[src/hdl/cdh_pkg.sv]
// Shared types and constants for the chained hash dictionary.
// Holds operation and status codes, the request record and default sizes.
// No dependencies.
package cdh_pkg;

  localparam int unsigned DefBuckets   = 10;
  localparam int unsigned DefPoolSlots = 64;
  localparam int unsigned BktW         = 6;

  localparam logic [1:0] OpInsert = 2'd0;
  localparam logic [1:0] OpDelete = 2'd1;

  localparam logic [1:0] StDone = 2'd0;
  localparam logic [1:0] StMiss = 2'd1;
  localparam logic [1:0] StFull = 2'd2;

  // ceil(2^35 / 10): quotient by 10 is (x * Recip10) >> 35 for any 32-bit x
  localparam logic [31:0] Recip10 = 32'hCCCC_CCCD;

  typedef struct packed {
    logic [1:0]      func;
    logic [31:0]     key;
    logic [31:0]     value;
    logic [BktW-1:0] bkt;
  } req_t;

endpackage

[src/hdl/cdh_queue.sv]
// Two-entry request queue between the front end and the back end.
// Depends on cdh_pkg.
module cdh_queue (
  input  logic          clk_i,
  input  logic          rst_ni,
  input  logic          push_i,
  input  cdh_pkg::req_t req_i,
  output logic          full_o,
  input  logic          pop_i,
  output logic          empty_o,
  output cdh_pkg::req_t req_o
);
  import cdh_pkg::*;

  req_t       mem_q [2];
  logic       wr_q, rd_q;
  logic [1:0] cnt_q;

  always_ff @(posedge clk_i or negedge rst_ni) begin
    if (!rst_ni) begin
      wr_q  <= 1'b0;
      rd_q  <= 1'b0;
      cnt_q <= 2'd0;
    end else begin
      if (push_i) wr_q <= ~wr_q;
      if (pop_i) rd_q <= ~rd_q;
      if (push_i && !pop_i) cnt_q <= cnt_q + 2'd1;
      else if (pop_i && !push_i) cnt_q <= cnt_q - 2'd1;
    end
  end

  always_ff @(posedge clk_i) begin
    if (push_i) mem_q[wr_q] <= req_i;
  end

  assign full_o  = (cnt_q == 2'd2);
  assign empty_o = (cnt_q == 2'd0);
  assign req_o   = mem_q[rd_q];

endmodule

[config.mk]
export PLATFORM = sky130hd
export DESIGN_NAME = cdh_queue
export DESIGN_NICKNAME = d
export VERILOG_FILES = /design/src/hdl/cdh_pkg.sv /design/src/hdl/cdh_queue.sv
export SDC_FILE = /design/constraint.sdc
export NUM_CORES = 1
export LEC_CHECK = 0
export BUFFER_PORTS_ARGS = -buffer_cell sky130_fd_sc_hd__buf_2
export CORE_MARGIN = 4
export CORE_UTILIZATION = 40
export DETAILED_ROUTE_END_ITERATION = 8
export PLACE_DENSITY = 0.74
export SLEW_MARGIN = 20
export SYNTH_ARGS = -nofsm -noshare
export SYNTH_HDL_FRONTEND = slang
export SYNTH_SLANG_ARGS = --single-unit
export TNS_END_PERCENT = 30
[constraint.sdc]
create_clock -name clk_i -period 3.9 [get_ports clk_i]
set_input_delay 0.78 -clock clk_i [delete_from_list [all_inputs] [get_ports clk_i]]
set_output_delay 0.78 -clock clk_i [all_outputs]
set_load 0.03 [all_outputs]
# Word-level counts from Yosys, hierarchy flattened
# Memories as Yosys holds them, arrays and structs flattened.
# Cells that the tools add are included.
# op_classes
n_eq_ne,1
reduce_logical,6
muxes,4
n_bitwise,2
addsub,2
# op_table
cell,count
$mux W2,2
$add A2 B1 Y2 const B,1
$eq A2 B2 Y1 const B,1
$logic_and A1 B1 Y1,2
$logic_not A1 Y1,2
$logic_not A2 Y1,1
$mux W1,2
$not A1 Y1,2
$reduce_bool A2 Y1,1
$sub A2 B1 Y2 const B,1
# totals
ramBits,144
mem_count,1
output_inout_bits,74
ff_bits,4
inputBits,76
elab_cells,19
# mem_list
name,words,word_bits,rd,rd_ports_with_merged_regs,write_ports,line_no,rtl
mem_q,2,72,1,0,1,cdh_queue.sv:15,req_t mem_q [2];

# Logic depth before layout (Yosys ltp)
# logic_depth
word_depth,4
mapped_depth,5
ltp_nobuf,5

# Least setup slack after synthesis
# No wires, ideal clock.
# synth_path
path_type,input to register
startpoint,in push_i
endpoint,mem mem_q[0][0] (netlist name) (enable)
setup_time_ps,511
path_slack_ps,-547
t_arrival_ps,3936
path_stages,1
n_path_buf,0
t_required_ps,3389
path_cell_list,nor2b_1
# synth_via
elab_chain_cells,2
# synth_lines
element,line_no,rtl
"start, declared",cdh_queue.sv:6,"input logic push_i,"
$mux W1,cdh_queue.sv:33,if (push_i) mem_q[wr_q] <= req_i;
$mux W1 (not written as such),cdh_queue.sv:33,
"end, declared",cdh_queue.sv:15,
# Every way passes these cells.

==> results.md <==
* Total negative slack for setup checks at 0 ns
* FF+latch count, synth at roughly 150
* Insertion delay to the later sink of the worst-skew pair at about 0.4 ns
* Total overflow reported by the global router at 0
* Count of endpoints failing hold in the final timing report at 0
* Run status: finished, final reports clean
* Initial detailed-routing violation count at about 150
* Worst IR drop on VDD at 0.395 mV
* TritonCTS Buffers at 17
* Placement Setup Slack at roughly 1.5 ns
* GRT Resource Usage Total at approximately 12%
* Worst endpoint required time at around 3.1 ns
* Pin count of the biggest net entering global routing at 73
* Average detailed-routed wire length per instance at between 15 and 20 µm
* Fraction of layout cells with a size suffix above 1 at 61.4%
* Count of inserted antenna diode cells at 0
* Worst flop-to-flop path startpoint: wr_q
* Number of iterations in the first detailed-routing pass at 4
* Maximum fanout count along the critical path at 20
* Final worst-path cycle share at around three quarters
* Post-synth EDFFs at between 100 and 150
* Static leakage at just under 3 nW
* Cell at the root of the clock tree: clkbuf_16
* CP Launch Point: rd_q
* Count of unique library cells instantiated by Yosys at 13
* Clock slew seen by the registers of the worst setup and hold paths at 0.06 ns
* Count of pins over their slew limit at 0
* Synth Flop Type: edfxtp_1
* Most common cell in the netlist: edfxtp_1
* Minimum clock period at about 2.9 ns
* Number of global-route vias before repair at 2842
* Syn Std Cell Area at between 5000 and 6000 µm²
* Share of flip-flops with an asynchronous set or reset after synthesis at under 10%
* # clock sinks at ~150
* # H-tree levels at 4
* Area enclosed by the die boundary at around 16000 µm²
* Number of cells produced by synthesis at 240
* Signed area change from the synthesized netlist to the final layout at 26.0%
* Number of port buffers at 149
* Per-cell via count in the routed design at approximately 4.5
* Worst clock skew on the final layout at roughly 0.0099 ns
* Number of vias in the routed layout at between 2k and 3k
* Global-route wire length before repair at around 15000 µm
* Path category of the worst min-delay check: input pin to async pin
* Final routed wirelength across all metal layers at slightly below 10000 µm
* Die span in x at 128 µm
* Timing-limited maximum frequency at around 0.35 GHz
* Final core occ at between 50 and 60%
* YS warnings at 0
* Effective utilization at floorplan at roughly two fifths
* RSZ-0062 raised after global routing: no
* Least setup slack across all paths after layout at ~1.0 ns
* # rows at 43
* Cell types with the largest area share after synthesis: edfxtp_1 75%, mux2_4 18%, buf_12 2.4%, dfrtp_1 1.7%, xor2_1 0.61%
* Layout net count at 481
* CTS hold repair buffers at 0
* Net count after synthesis at roughly 320
* Data arrival, critical path at 2.07 ns
* Reg-to-reg slack, setup at roughly 2.2 ns
* Buffers inserted during post-CTS setup optimization at 0
* Relative slew margins at between 30% and 40%
* DP HPWL at about 6700 µm
* Hold Slack at 0.161 ns
* Reg2Reg Capture Point: mem_q[0][11]
* Core Area at approximately 14000 µm²
* TritonCTS clock tree: done
* Boundary Pins at 150
* CP Class: register to output port
* Post-synthesis sequential area ratio at 77.2%
* Die H at around 130 µm
* Post-DRT Antenna Nets at 0
* Commonest cells in the synthesized netlist: 144 x edfxtp_1, 69 x mux2_4, 7 x buf_12
* FF-to-FF path depth at 2
* Cell area power density at ~830 nW/µm²
* Maximum root-to-sink buffer count at 2
* Syn_area_per_cell at approximately 24 µm²
* # Max-Cap Violations at 0
* CTS resizes at 0
* Top cell type's share of synthesized area at 75.4%
* Count of final setup violators at 0
* Post-synth top area cell: edfxtp_1
* Worst Setup End Kind: output port
* Worst Tran Pin Value at ~0.99 ns
* Kind of launch point of the worst setup path: register
* Number of design rule violations left after detail routing at 0
* Initial antenna violation count at 0
* Routability congestion estimate from global placement at a little over 0.7
-- worst max-delay path: stages (launching register included) --
cell	delay, ns
dfrtp_4	0.68
buf_4	0.41
mux2_2	0.37
buf_2	0.17
-- cell families (layout without fill, tap and decap cells) --
logic type	after synthesis	after routing	share of synthesized area, %
buffers and inverters	9	186	2.71
AND/OR/NAND/NOR	5	5	0.458
multiplexers	72	72	18.7
adder cells (fa/ha/maj)	1	1	0.218
XOR/XNOR	5	5	0.764
flip-flops	148	148	77.2
-- metal layers --
layer	share of wire (%)	vias to the layer above	routed length (µm)	GRT usage, %
met5	0	-	0	0
met4	1.3	0	132	4.87
met3	8.5	12	842	5.92
met2	50	100	4970	19.9
met1	40	1326	3950	13.9
li1	-	1278	-	-
-- report_power, final --
| group | switching, mW | internal, mW | leakage (nW) |
|---|---|---|---|
| Combinational | 1.22 | 0.828 | 1.25 |
| Sequential | 0.143 | 2.12 | 1.40 |
| Clock | 0.579 | 1.06 | 0.295 |
| Total | 1.95 | 4.01 | 2.94 |
-- how the worst max path moves through the flow --
| stage | endpoint | slack, ns | cells after the start |
|---|---|---|---|
| finish | req_o[65] | 1.05 | 3 |
| global route | req_o[65] | 0.94 | 3 |
| CTS | req_o[65] | 1.00 | 3 |
| detailed placement | req_o[69] | 1.47 | 3 |
| global placement | req_o[65] | 1.49 | 3 |
| floorplan | mem_q[0][0] | 0.80 | 1 |
-- cells in the final DEF, fill, tap and decap left out, drive strengths merged --
cell,instances
nor2,2
xnor2,1
and2,1
clkinvlp,1
edfxtp,144
nor2b,2
clkinv,6
bufinv,4
inv,1
xor2,4
buf,153
clkbuf,21
ha,1
mux2,72
dfrtp,4
-- through the flow --
step	std cells	cell area (µm²)	total power, mW
after floorplan	240	5730	4.00
after global placement	565	6620	4.35
after detailed placement	565	6620	4.39
after CTS	597	7220	6.05
after global routing	597	7220	6.22
final	597	7220	5.96
-- flip-flops by register name, summed over array words and instances (netlist names) --
register  count
cnt_q         2
mem_q       144
rd_q          1
wr_q          1
-- final cells by class --
| type | count | area [µm²] |
|---|---|---|
| flip-flops and latches | 148 | 4430 |
| well taps | 180 | 225 |
| multi-input cells | 83 | 1160 |
| inverters | 1 | 3.75 |
| repair buffers | 153 | 801 |
| clock buffers | 21 | 440 |
| fillers | 1147 | 6710 |
| clock inverters | 11 | 161 |
Note: power is estimated with default switching activity, not from simulation.
